**src/rtl/vao_pkg.sv**
```systemverilog
// ----------------------------------------------------------------------------
// vao_pkg - shared types and codes of the voice allocator
// Command codes, internal operation codes, action codes and the words
// passed between the front queue, the allocation engine and the top level.
// ----------------------------------------------------------------------------
package vao_pkg;

	// command codes on the input port
	localparam logic [1:0] CMD_START = 2'd0;
	localparam logic [1:0] CMD_STOP  = 2'd1;
	localparam logic [1:0] CMD_CLEAR = 2'd2;

	// operations after classification in the front queue
	localparam logic [1:0] OP_NONE  = 2'd0;
	localparam logic [1:0] OP_START = 2'd1;
	localparam logic [1:0] OP_STOP  = 2'd2;
	localparam logic [1:0] OP_CLEAR = 2'd3;

	// action codes of a result word
	localparam logic [1:0] ACT_IGNORED = 2'd0;
	localparam logic [1:0] ACT_STARTED = 2'd1;
	localparam logic [1:0] ACT_STOPPED = 2'd2;
	localparam logic [1:0] ACT_CLEARED = 2'd3;

	// start time given to a voice freed by a stop
	localparam logic [31:0] TIME_NONE = 32'hFFFF_FFFF;

	// classified command word held in the front queue
	typedef struct packed {
		logic [1:0]  op;
		logic [23:0] word;
		logic [31:0] stamp;
	} cmd_word_t;

	// result word produced by the engine
	typedef struct packed {
		logic [1:0]  action;
		logic [2:0]  voice_index;
		logic [23:0] voice_word;
		logic [7:0]  enable_mask;
		logic        stolen;
	} res_word_t;

endpackage

```
**src/rtl/vao_front.sv**
```systemverilog
// ----------------------------------------------------------------------------
// vao_front - command intake
// Accepts command words, classifies the command code and holds up to two
// words for the allocation engine.
// ----------------------------------------------------------------------------
module vao_front (
	input  logic                clk,
	input  logic                arst_n,
	input  logic                push,
	output logic                full,
	input  logic [1:0]          cmd,
	input  logic [23:0]         note_word,
	input  logic [31:0]         time_stamp,
	output logic                head_valid,
	output vao_pkg::cmd_word_t  head,
	input  logic                head_pop
);

	vao_pkg::cmd_word_t entry_q [2];
	vao_pkg::cmd_word_t in_word;
	logic               wr_ptr_q;
	logic               rd_ptr_q;
	logic [1:0]         count_q;
	logic               do_push;
	logic               do_pop;

	// classify the incoming command
	always_comb begin
		in_word.word  = note_word;
		in_word.stamp = time_stamp;
		case (cmd)
			vao_pkg::CMD_START: in_word.op = vao_pkg::OP_START;
			vao_pkg::CMD_STOP:  in_word.op = vao_pkg::OP_STOP;
			vao_pkg::CMD_CLEAR: in_word.op = vao_pkg::OP_CLEAR;
			default:            in_word.op = vao_pkg::OP_NONE;
		endcase
	end

	assign full       = (count_q == 2'd2);
	assign head_valid = (count_q != 2'd0);
	assign head       = entry_q[rd_ptr_q];
	assign do_push    = push && !full;
	assign do_pop     = head_pop && head_valid;

	// queue storage
	always_ff @(posedge clk) begin
		if (do_push) begin
			entry_q[wr_ptr_q] <= in_word;
		end
	end

	// pointers and fill count
	always_ff @(posedge clk or negedge arst_n) begin
		if (!arst_n) begin
			wr_ptr_q <= 1'b0;
			rd_ptr_q <= 1'b0;
			count_q  <= 2'd0;
		end else begin
			if (do_push) begin
				wr_ptr_q <= !wr_ptr_q;
			end
			if (do_pop) begin
				rd_ptr_q <= !rd_ptr_q;
			end
			case ({do_push, do_pop})
				2'b10:   count_q <= count_q + 2'd1;
				2'b01:   count_q <= count_q - 2'd1;
				default: count_q <= count_q;
			endcase
		end
	end

endmodule

```
**src/rtl/vao_back.sv**
```systemverilog
// ----------------------------------------------------------------------------
// vao_back - voice allocation engine
// Holds the voice table, matches, allocates, frees and steals voices, and
// keeps one result word ready for the output side.
// ----------------------------------------------------------------------------
module vao_back #(
	parameter int NUM_VOICES = 8
) (
	input  logic                clk,
	input  logic                arst_n,
	input  logic                head_valid,
	input  vao_pkg::cmd_word_t  head,
	output logic                head_pop,
	output logic                res_valid,
	output vao_pkg::res_word_t  res,
	input  logic                res_pop
);

	localparam int IDX_W = (NUM_VOICES > 1) ? $clog2(NUM_VOICES) : 1;
	localparam logic [IDX_W-1:0] LAST = IDX_W'(NUM_VOICES - 1);

	localparam logic ST_IDLE = 1'b0;
	localparam logic ST_SCAN = 1'b1;

	logic [NUM_VOICES-1:0] active_q;
	logic [23:0]           words_q [NUM_VOICES];
	logic [31:0]           times_q [NUM_VOICES];

	logic                  state_q;
	logic [IDX_W-1:0]      cnt_q;
	logic [IDX_W-1:0]      best_q;
	logic [31:0]           best_time_q;
	logic                  res_valid_q;
	vao_pkg::res_word_t    res_q;

	logic [NUM_VOICES-1:0] match;
	logic                  match_any;
	logic [IDX_W-1:0]      match_idx;
	logic                  free_any;
	logic [IDX_W-1:0]      free_idx;
	logic                  cand_less;
	logic [IDX_W-1:0]      cand_idx;
	logic [31:0]           cand_time;
	logic                  slot_free;

	logic                  want;
	logic                  commit;
	logic                  go_scan;
	logic [1:0]            c_action;
	logic [IDX_W-1:0]      c_idx;
	logic [23:0]           c_word;
	logic                  c_stole;
	logic                  wr_en;
	logic                  wr_active;
	logic [23:0]           wr_word;
	logic [31:0]           wr_time;
	logic                  clr_all;
	logic [NUM_VOICES-1:0] mask_next;
	logic [31:0]           idx_ext;
	logic [31:0]           mask_ext;

	// parallel note match and free-voice search, lowest index wins
	always_comb begin
		match_any = 1'b0;
		match_idx = '0;
		free_any  = 1'b0;
		free_idx  = '0;
		for (int v = NUM_VOICES - 1; v >= 0; v--) begin
			match[v] = active_q[v] && (words_q[v] == head.word);
			if (match[v]) begin
				match_any = 1'b1;
				match_idx = IDX_W'(v);
			end
			if (!active_q[v]) begin
				free_any = 1'b1;
				free_idx = IDX_W'(v);
			end
		end
	end

	// one step of the oldest-voice scan
	assign cand_less = (times_q[cnt_q] < best_time_q);
	assign cand_idx  = cand_less ? cnt_q : best_q;
	assign cand_time = cand_less ? times_q[cnt_q] : best_time_q;
	assign slot_free = !res_valid_q || res_pop;

	// command decision
	always_comb begin
		want      = 1'b0;
		go_scan   = 1'b0;
		c_action  = vao_pkg::ACT_IGNORED;
		c_idx     = '0;
		c_word    = '0;
		c_stole   = 1'b0;
		wr_en     = 1'b0;
		wr_active = 1'b0;
		wr_word   = '0;
		wr_time   = '0;
		clr_all   = 1'b0;
		case (state_q)
			ST_IDLE: begin
				if (head_valid) begin
					case (head.op)
						vao_pkg::OP_START: begin
							if (match_any) begin
								want = 1'b1;
							end else if (free_any || (NUM_VOICES == 1)) begin
								want      = 1'b1;
								c_action  = vao_pkg::ACT_STARTED;
								c_idx     = free_any ? free_idx : '0;
								c_word    = head.word;
								c_stole   = !free_any;
								wr_en     = 1'b1;
								wr_active = 1'b1;
								wr_word   = head.word;
								wr_time   = head.stamp;
							end else begin
								go_scan = 1'b1;
							end
						end
						vao_pkg::OP_STOP: begin
							want = 1'b1;
							if (match_any) begin
								c_action = vao_pkg::ACT_STOPPED;
								c_idx    = match_idx;
								wr_en    = 1'b1;
								wr_time  = vao_pkg::TIME_NONE;
							end
						end
						vao_pkg::OP_CLEAR: begin
							want     = 1'b1;
							c_action = vao_pkg::ACT_CLEARED;
							clr_all  = 1'b1;
						end
						default: begin
							want = 1'b1;
						end
					endcase
				end
			end
			ST_SCAN: begin
				if (cnt_q == LAST) begin
					want      = 1'b1;
					c_action  = vao_pkg::ACT_STARTED;
					c_idx     = cand_idx;
					c_word    = head.word;
					c_stole   = 1'b1;
					wr_en     = 1'b1;
					wr_active = 1'b1;
					wr_word   = head.word;
					wr_time   = head.stamp;
				end
			end
			default: begin
				want = 1'b0;
			end
		endcase
		commit = want && slot_free;
	end

	assign head_pop = commit;

	// enable mask after this command
	always_comb begin
		mask_next = active_q;
		if (clr_all) begin
			mask_next = '0;
		end else if (wr_en) begin
			mask_next[c_idx] = wr_active;
		end
	end

	assign idx_ext  = 32'(c_idx);
	assign mask_ext = 32'(mask_next);

	// voice table
	always_ff @(posedge clk or negedge arst_n) begin
		if (!arst_n) begin
			active_q <= '0;
			for (int v = 0; v < NUM_VOICES; v++) begin
				words_q[v] <= '0;
				times_q[v] <= '0;
			end
		end else if (commit) begin
			if (clr_all) begin
				active_q <= '0;
				for (int v = 0; v < NUM_VOICES; v++) begin
					words_q[v] <= '0;
					times_q[v] <= '0;
				end
			end else if (wr_en) begin
				active_q[c_idx] <= wr_active;
				words_q[c_idx]  <= wr_word;
				times_q[c_idx]  <= wr_time;
			end
		end
	end

	// sequencer and scan registers
	always_ff @(posedge clk or negedge arst_n) begin
		if (!arst_n) begin
			state_q     <= ST_IDLE;
			cnt_q       <= '0;
			best_q      <= '0;
			best_time_q <= '0;
		end else begin
			case (state_q)
				ST_IDLE: begin
					if (go_scan) begin
						state_q     <= ST_SCAN;
						cnt_q       <= IDX_W'(1);
						best_q      <= '0;
						best_time_q <= times_q[0];
					end
				end
				ST_SCAN: begin
					if (cnt_q != LAST) begin
						cnt_q       <= cnt_q + IDX_W'(1);
						best_q      <= cand_idx;
						best_time_q <= cand_time;
					end else if (commit) begin
						state_q <= ST_IDLE;
					end
				end
				default: begin
					state_q <= ST_IDLE;
				end
			endcase
		end
	end

	// result slot valid
	always_ff @(posedge clk or negedge arst_n) begin
		if (!arst_n) begin
			res_valid_q <= 1'b0;
		end else if (commit) begin
			res_valid_q <= 1'b1;
		end else if (res_pop) begin
			res_valid_q <= 1'b0;
		end
	end

	// result slot payload
	always_ff @(posedge clk) begin
		if (commit) begin
			res_q.action      <= c_action;
			res_q.voice_index <= idx_ext[2:0];
			res_q.voice_word  <= c_word;
			res_q.enable_mask <= mask_ext[7:0];
			res_q.stolen      <= c_stole;
		end
	end

	assign res_valid = res_valid_q;
	assign res       = res_q;

endmodule

```
**src/rtl/voice_allocator_oldest_steal.sv**
```systemverilog
// ----------------------------------------------------------------------------
// voice_allocator_oldest_steal - polyphonic voice allocator, oldest stealing
// Results: a result word is registered and is visible in the cycle after its command
// is accepted by the engine; a steal first scans the voice start times for the oldest.
// Throughput: one command per cycle while no steal is needed and the result slot
// is free or being popped; a steal holds the engine while it scans.
// Reset: arst_n clears the queues and all voices (inactive, word and time 0).
// ----------------------------------------------------------------------------
module voice_allocator_oldest_steal #(
	parameter int NUM_VOICES = 8
) (
	input  logic        clk,
	input  logic        arst_n,
	input  logic        push,
	output logic        full,
	input  logic [1:0]  cmd,
	input  logic [23:0] note_word,
	input  logic [31:0] time_stamp,
	output logic        empty,
	input  logic        pop,
	output logic [1:0]  action,
	output logic [2:0]  voice_index,
	output logic [23:0] voice_word,
	output logic [7:0]  enable_mask,
	output logic        stolen
);

	vao_pkg::cmd_word_t head;
	vao_pkg::res_word_t res;
	logic               head_valid;
	logic               head_pop;
	logic               res_valid;

	// command intake and queue
	vao_front u_front (
		.clk        (clk),
		.arst_n     (arst_n),
		.push       (push),
		.full       (full),
		.cmd        (cmd),
		.note_word  (note_word),
		.time_stamp (time_stamp),
		.head_valid (head_valid),
		.head       (head),
		.head_pop   (head_pop)
	);

	// allocation engine with result slot
	vao_back #(
		.NUM_VOICES (NUM_VOICES)
	) u_back (
		.clk        (clk),
		.arst_n     (arst_n),
		.head_valid (head_valid),
		.head       (head),
		.head_pop   (head_pop),
		.res_valid  (res_valid),
		.res        (res),
		.res_pop    (pop)
	);

	assign empty       = !res_valid;
	assign action      = res.action;
	assign voice_index = res.voice_index;
	assign voice_word  = res.voice_word;
	assign enable_mask = res.enable_mask;
	assign stolen      = res.stolen;

endmodule

```
**config.mk**
```make
export PLATFORM = sky130hd
export DESIGN_NAME = voice_allocator_oldest_steal
export DESIGN_NICKNAME = d
export VERILOG_FILES = /design/src/rtl/vao_pkg.sv /design/src/rtl/vao_front.sv /design/src/rtl/vao_back.sv /design/src/rtl/voice_allocator_oldest_steal.sv
export SDC_FILE = /design/constraint.sdc
export NUM_CORES = 1
export LEC_CHECK = 0
export ABC_AREA = 0
export BUFFER_PORTS_ARGS = -buffer_cell sky130_fd_sc_hd__buf_4
export CORE_MARGIN = 8
export CORE_UTILIZATION = 55
export DETAILED_ROUTE_END_ITERATION = 7
export PLACE_DENSITY = 0.82
export SYNTH_ARGS = -nofsm -noshare
export SYNTH_HDL_FRONTEND = slang
export SYNTH_HIERARCHICAL = 1
export SYNTH_SLANG_ARGS = --single-unit
```
**constraint.sdc**
```tcl
create_clock -name clk -period 11.28 [get_ports clk]
set_input_delay 2.256 -clock clk [delete_from_list [all_inputs] [get_ports clk]]
set_output_delay 2.256 -clock clk [all_outputs]
set_load 0.05 [all_outputs]
```
# Yosys cells after proc, flatten, opt, wreduce, memory -nomap -nowiden
# Memory sizes are Yosys's and may differ from the RTL's.
# Index checks and enable logic that the tools add are counted.
# totals
register_bits	538
mem_bits_rw	116
in_bits	62
output_inout_bits	40
n_memories	1
# memory_table
name	depth	word_bits	read_ports	rd_clocked_by_memory_dff	write_ports	line_no	text
u_front.entry_q	2	58	1	0	1	vao_front.sv:19	vao_pkg::cmd_word_t entry_q [2];
# op_classes
n_addsub	3
order_cmp	6
eq_ne	21
n_mux	125
bitwise	3
n_reduce_logical	27
# ops
cell	count
256-bit two-way mux	2
192-bit two-way mux	2
32-bit two-way mux	11
256-bit bitwise mux	1
192-bit bitwise mux	1
24-bit equality test	8
32-bit case mux with 2 select lines	3
24-bit two-way mux	6
32-bit binary-select mux with 3-bit select	1
32-bit demux with 3-bit select	1
3-bit two-way mux	26
24-bit demux with 3-bit select	1
1-bit two-way mux	48
24-bit case mux with 2 select lines	1
32-bit < comparator	1
3-bit case mux with 2 select lines	4
8-bit two-way mux	2
1-bit logical AND	13
1-bit case mux with 2 select lines	6
2-bit case mux with 3 select lines	2
2-bit equality test, second input constant	5
8-bit bitwise mux	1
4-bit >= comparator, second input constant	2
3-bit NOT with 4-bit output	2
21 further kinds	35

# Longest topological paths before layout
# An unclocked memory read counts as a cell.
# depth
depth_word	23
depth_mapped	19
mapped_depth_nobuf	14

# Cells and area by module
# The synthesis kept the hierarchy.
# modules_own_cells
mod	n_inst	cells_each	area_per_inst_um2	seq_area_each_um2
vao_back	1	1912	24851.3	13553.0
vao_front	1	206	4483.0	3583.4
voice_allocator_oldest_steal	1	1	3.8	0.0

# Least setup slack after synthesis
# No wires, ideal clock.
# synth_timing
path_kind	reg2reg
from	reg u_back.cnt_q[0]
to	reg u_back/times_q[225] (netlist bit)
setup_ns	0.135
arrival_time_ns	5.569
path_slack_ns	5.576
stages_incl_launch_ff	20
n_path_buf	5
synth_period_minus_slack_ns	5.704
path_cell_list	dfrtp_1 > buf_1 > buf_1 > mux4_2 > mux2_2 > ha_1 > a21oi_1 > a21oi_1 > a2111oi_0 > o221ai_1 > nor3_1 > mux2_2 > a211oi_4 > inv_2 > or4_1 > buf_2 > a21o_1 > buf_6 > buf_6 > o2bb2ai_1
# synth_between
elab_chain_len	16
elab_cells_between_ends	26
classes_between	order compare (3); eq/ne (1); mux (16); bitwise (2); reduce/logical (4)
# synth_lines
item	line_no	text
start, declared	vao_back.sv:30	logic [IDX_W-1:0] cnt_q;
start signal, assigned	vao_back.sv:218	cnt_q <= cnt_q + IDX_W'(1);
3-bit NOT with 4-bit output (implied by the code)	vao_back.sv:82	assign cand_less = (times_q[cnt_q] < best_time_q);
32-bit binary-select mux with 3-bit select	vao_back.sv:82	
32-bit two-way mux (implied by the code) (2 in a row)	vao_back.sv:82	
32-bit < comparator	vao_back.sv:82	
3-bit two-way mux	vao_back.sv:83	assign cand_idx = cand_less ? cnt_q : best_q;
3-bit two-way mux *	vao_back.sv:142	if (cnt_q == LAST) begin
3-bit case mux with 2 select lines *	vao_back.sv:100	case (state_q)
named net u_back.c_idx[1]	vao_back.sv:50	logic [IDX_W-1:0] c_idx;
3-bit NOT with 4-bit output (implied by the code) *	vao_back.sv:194	times_q[c_idx] <= wr_time;
4-bit >= comparator (implied by the code) or 4-bit by 1-bit < comparator with 1-bit output (tied branches)	vao_back.sv:194	
1-bit logical AND (implied by the code)	vao_back.sv:194	
32-bit two-way mux (implied by the code)	vao_back.sv:194	
32-bit demux with 3-bit select *	vao_back.sv:194	
256-bit bitwise mux *	vao_back.sv:194	
256-bit two-way mux *	vao_back.sv:191	end else if (wr_en) begin
256-bit two-way mux *	vao_back.sv:185	if (clr_all) begin
end signal, assigned by index	vao_back.sv:194	
end, declared	vao_back.sv:27	logic [31:0] times_q [NUM_VOICES];
# Mark *: on every way through the listed nets, which the timed path passes. The rest lies on a longest branch. The select of a mux whose other input is x is not followed.
# A chain may end at the register's enable or synchronous reset.

# Worst setup path after layout
# layout_timing
from	reg u_back.cnt_q[1]
to	reg u_back/words_q[106] (netlist bit)
# layout_between
elab_chain_len	16
elab_cells_between_ends	26
classes_between	order compare (3); eq/ne (1); mux (16); bitwise (2); reduce/logical (4)
# layout_lines
item	line_no	text
3-bit NOT with 4-bit output (implied by the code)	vao_back.sv:82	
32-bit binary-select mux with 3-bit select	vao_back.sv:82	
32-bit two-way mux (implied by the code) (2 in a row)	vao_back.sv:82	
32-bit < comparator	vao_back.sv:82	
3-bit two-way mux	vao_back.sv:83	
3-bit two-way mux *	vao_back.sv:142	
3-bit case mux with 2 select lines *	vao_back.sv:100	
named net u_back.c_idx[1]	vao_back.sv:50	
3-bit NOT with 4-bit output (implied by the code) *	vao_back.sv:193	words_q[c_idx] <= wr_word;
4-bit >= comparator (implied by the code) or 4-bit by 1-bit < comparator with 1-bit output (tied branches)	vao_back.sv:193	
1-bit logical AND (implied by the code)	vao_back.sv:193	
24-bit two-way mux (implied by the code)	vao_back.sv:193	
24-bit demux with 3-bit select *	vao_back.sv:193	
192-bit bitwise mux *	vao_back.sv:193	
192-bit two-way mux *	vao_back.sv:191	
192-bit two-way mux *	vao_back.sv:185	
end signal, assigned by index	vao_back.sv:193	
end, declared	vao_back.sv:26	logic [23:0] words_q [NUM_VOICES];
# Marked as above.

==> results.toml <==
[run_status]
status = "complete, no violations"

[die]
start_util = 0.557
num_io_pins = 102
fp.dieArea_um2 = 61000
dieWidth_um = 247
num_rows = 84
coreArea_um2 = 52700
chipHeight_um = 247

[clocking]
post_cts_buffers = 0
cts_resized = 0
htree_num_levels = 3
clk_latency_ns = 0.62
cts_tree = "yes"
hold_buffers = 0
cts_root_buf = "clkbuf_16"
clockBufferDepth = 3
clk_pin_slew_ns = 0.06
cts-buffers-inserted = 68
numClockSinks = 654

[finish]
nets = 2263
stdcell_count = 2903
n_antenna_cell = 0
nFillCells = 3763
final_cell_area_um2 = 32900
regArea_um2 = 17100
post-route-util = 0.625
area.growth.synth_to_final_pct = 12.1
multiInputGateArea_um2 = 11400
drive_gt1_frac = 0.193

[global_route]
antenna_found_initial = 0
grt.total_usage = 0.263
grt_pass1_wl_um = 123000
gr-total-overflow = 0
grt_start_max_net_pins = 184
grt_pass1_vias = 20300

[synth]
postSynthAreaPerCell_um2 = 13.8
syn-instance-count = 2119
yosys.area_share.simple = 0.0477
synth_compound_area_frac = 0.152
synthMostInstantiatedCell = "dfrtp_1"
synth.distinct_cells = 58
synth_area_leaders = "dfrtp_1 43%, edfxtp_1 16%, o2bb2ai_1 13%"
yosys_warnings = 6
synth_top_family_by_area = "compound AO/OA/AOI/OAI gates"
synth_top_area_share = 0.426
synth_xor_xnor_area_share = 0.0585
yosys-top-cells-count = "500 x dfrtp_1, 429 x o2bb2ai_1, 154 x edfxtp_1, 104 x xnor2_1"
ys_ff_latch = 654
synth_nets = 2222
synth_async_sr_flop_share = 0.765
synthAdderAreaFrac = 0.0175
synth.yosys.seq_area_share = 0.584
synth-main-ff-cell = "dfrtp_1"
synthMuxAreaShare = 0.110
mappedNetlistArea_um2 = 29300
synth_edf_count = 154
synth_largest_area_cell = "dfrtp_1"

[worst_hold_path]
hp-class = "flop to flop"

[critical_path]
crit_chain = "buf_4 -> mux4_2 -> mux2_2 -> ha_1 -> a21oi_1 -> a21oi_1 -> a2111oi_0 -> o221ai_1 -> nor3_1 -> mux2_2 -> a211oi_4 -> inv_2 -> nand3_1 -> a21o_2 -> buf_4 -> o2bb2ai_1"
setup.worst_path.class = "flop to flop"
crit_buf_inv = 3
cp-end-kind = "flop"
crit_path_start_kind = "flop"
cp_top_family = "compound AO/OA/AOI/OAI gates"
cp.required_ns = 11.76
slowest_delay_ns = 0.90
worstPathArrival_ns = 7.83
crit_fanout = 48
critPathSlowestCell = "nand3_1"

[timing]
slew_headroom = 0.209
setup_viol = 0
max_freq_mhz = 136
rsz0062_at_grt = "no"
clock_skew_ns = 0.0319
timing_hold_violations_final = 0
holdWs_ns = 0.481
fin_crit_sh = 0.651
period_needed_ns = 7.35
slew_viol_final = 0
tightest_slew_ns = 1.18
tns_ns = 0

[pwr]
leakage_nw = 13.7
pwr-share-seq = 0.376
p_int_w = 0.00488
clkPwrFrac = 0.307
irDropWorstVdd_mv = 0.143
powerDensity_nw_per_um2 = 231
p_sw_w = 0.00273
swShare = 0.359
comb_power_share = 0.316

[placement]
dp_hpwl_um = 47600
placed_cell_area_um2 = 30600
io_buffers = 101
dp.cells = 2778
routabilityCongestion = 0.966

[detailed_routing]
drt_iter0_drc = 2264
avgRoutedWirePerCell_um = 27.6
routed_wl_um = 80200
firstDrtPassIters = 8
post-route-drc-count = 0
avgViaCountPerCell = 6.73
postRouteAntennaNets = 0
vias = 19500

[job]
max_cap_violations = 0
final cells by class:
cell class	instances	share of cell area
Inverter	46	0.00525
Clock inverter	34	0.0123
Sequential cell	654	0.521
Clock buffer	91	0.0591
Tap cell	688	0.0262
Multi-Input combinational cell	1260	0.346
Timing Repair Buffer	130	0.0303
power by group through the flow:
stage	clock network, W	logic (W)	registers, W
after floorplan	0	0.00145	0.00304
after global placement	0	0.00228	0.00289
after detailed placement	0	0.00233	0.00290
after CTS	0.00237	0.00236	0.00286
after global routing	0.00246	0.00253	0.00289
final	0.00234	0.00241	0.00287
final timing paths:
kind	start	end	slack [ns]	cells after the start
max in group asynchronous	arst_n	u_back/times_q[18]$_DFFE_PN0P_	7.21	3
worst min-delay path	u_back/times_q[105]$_DFFE_PN0P_	u_back/times_q[105]$_DFFE_PN0P_	0.48	1
worst min register to register	u_back/times_q[105]$_DFFE_PN0P_	u_back/times_q[105]$_DFFE_PN0P_	0.48	1
worst max-delay path	u_back/cnt_q[1]$_DFFE_PN0P_	u_back/words_q[106]$_DFFE_PN0P_	3.93	16
worst max register to register	u_back/cnt_q[1]$_DFFE_PN0P_	u_back/words_q[106]$_DFFE_PN0P_	3.93	16
min in group asynchronous	arst_n	u_back/words_q[57]$_DFFE_PN0P_	1.61	1
stage by stage:
step / worst slack, ns / power, W
after global placement: 4.17 / 0.00517
final: 3.93 / 0.00761
after floorplan: 5.58 / 0.00449
after global routing: 3.45 / 0.00788
after detailed placement: 4.04 / 0.00523
after CTS: 3.99 / 0.00759
kinds of logic (layout without fill, tap and decap cells):
group                      Yosys count  in the layout
muxes                              228            228
xor gates and xnor gates           196            196
buffers and inverters              205            301
AOI/OAI and AO/OA                  518            518
adders and majority gates           41             41
DFF                                654            654
and+or+nand+nor                    277            277
state kept, by name (all words and copies together) (netlist names), 2 cells and up:
| signal | flops |
|---|---|
| u_back/cnt_q | 3 |
| u_back/best_q | 3 |
| u_back/times_q | 256 |
| u_back/active_q | 8 |
| u_back/words_q | 192 |
| u_back/res | 38 |
| u_front/count_q | 2 |
| u_front/entry_q | 116 |
| u_back/best_time_q | 32 |
routing by layer:
metal	share of wire	track usage	vias up	wire, um
met3	0.12	0.0903	211	9920
met2	0.44	0.390	1169	35300
met1	0.40	0.359	10000	32400
met5	0	0	-	0
met4	0.032	0.0947	0	2570
li1	-	-	8162	-
cell usage in the layout (no fill, tap or decap), types with 64 or more instances in the layout:
cell / count
dfrtp_1: 496
mux4_2: 64
xor2_1: 92
mux2_2: 82
xnor2_1: 104
edfxtp_1: 154
mux2i_1: 72
o2bb2ai_1: 429
buf_4: 128
clkbuf_16: 72
Note: power is estimated with default switching activity, not from simulation.
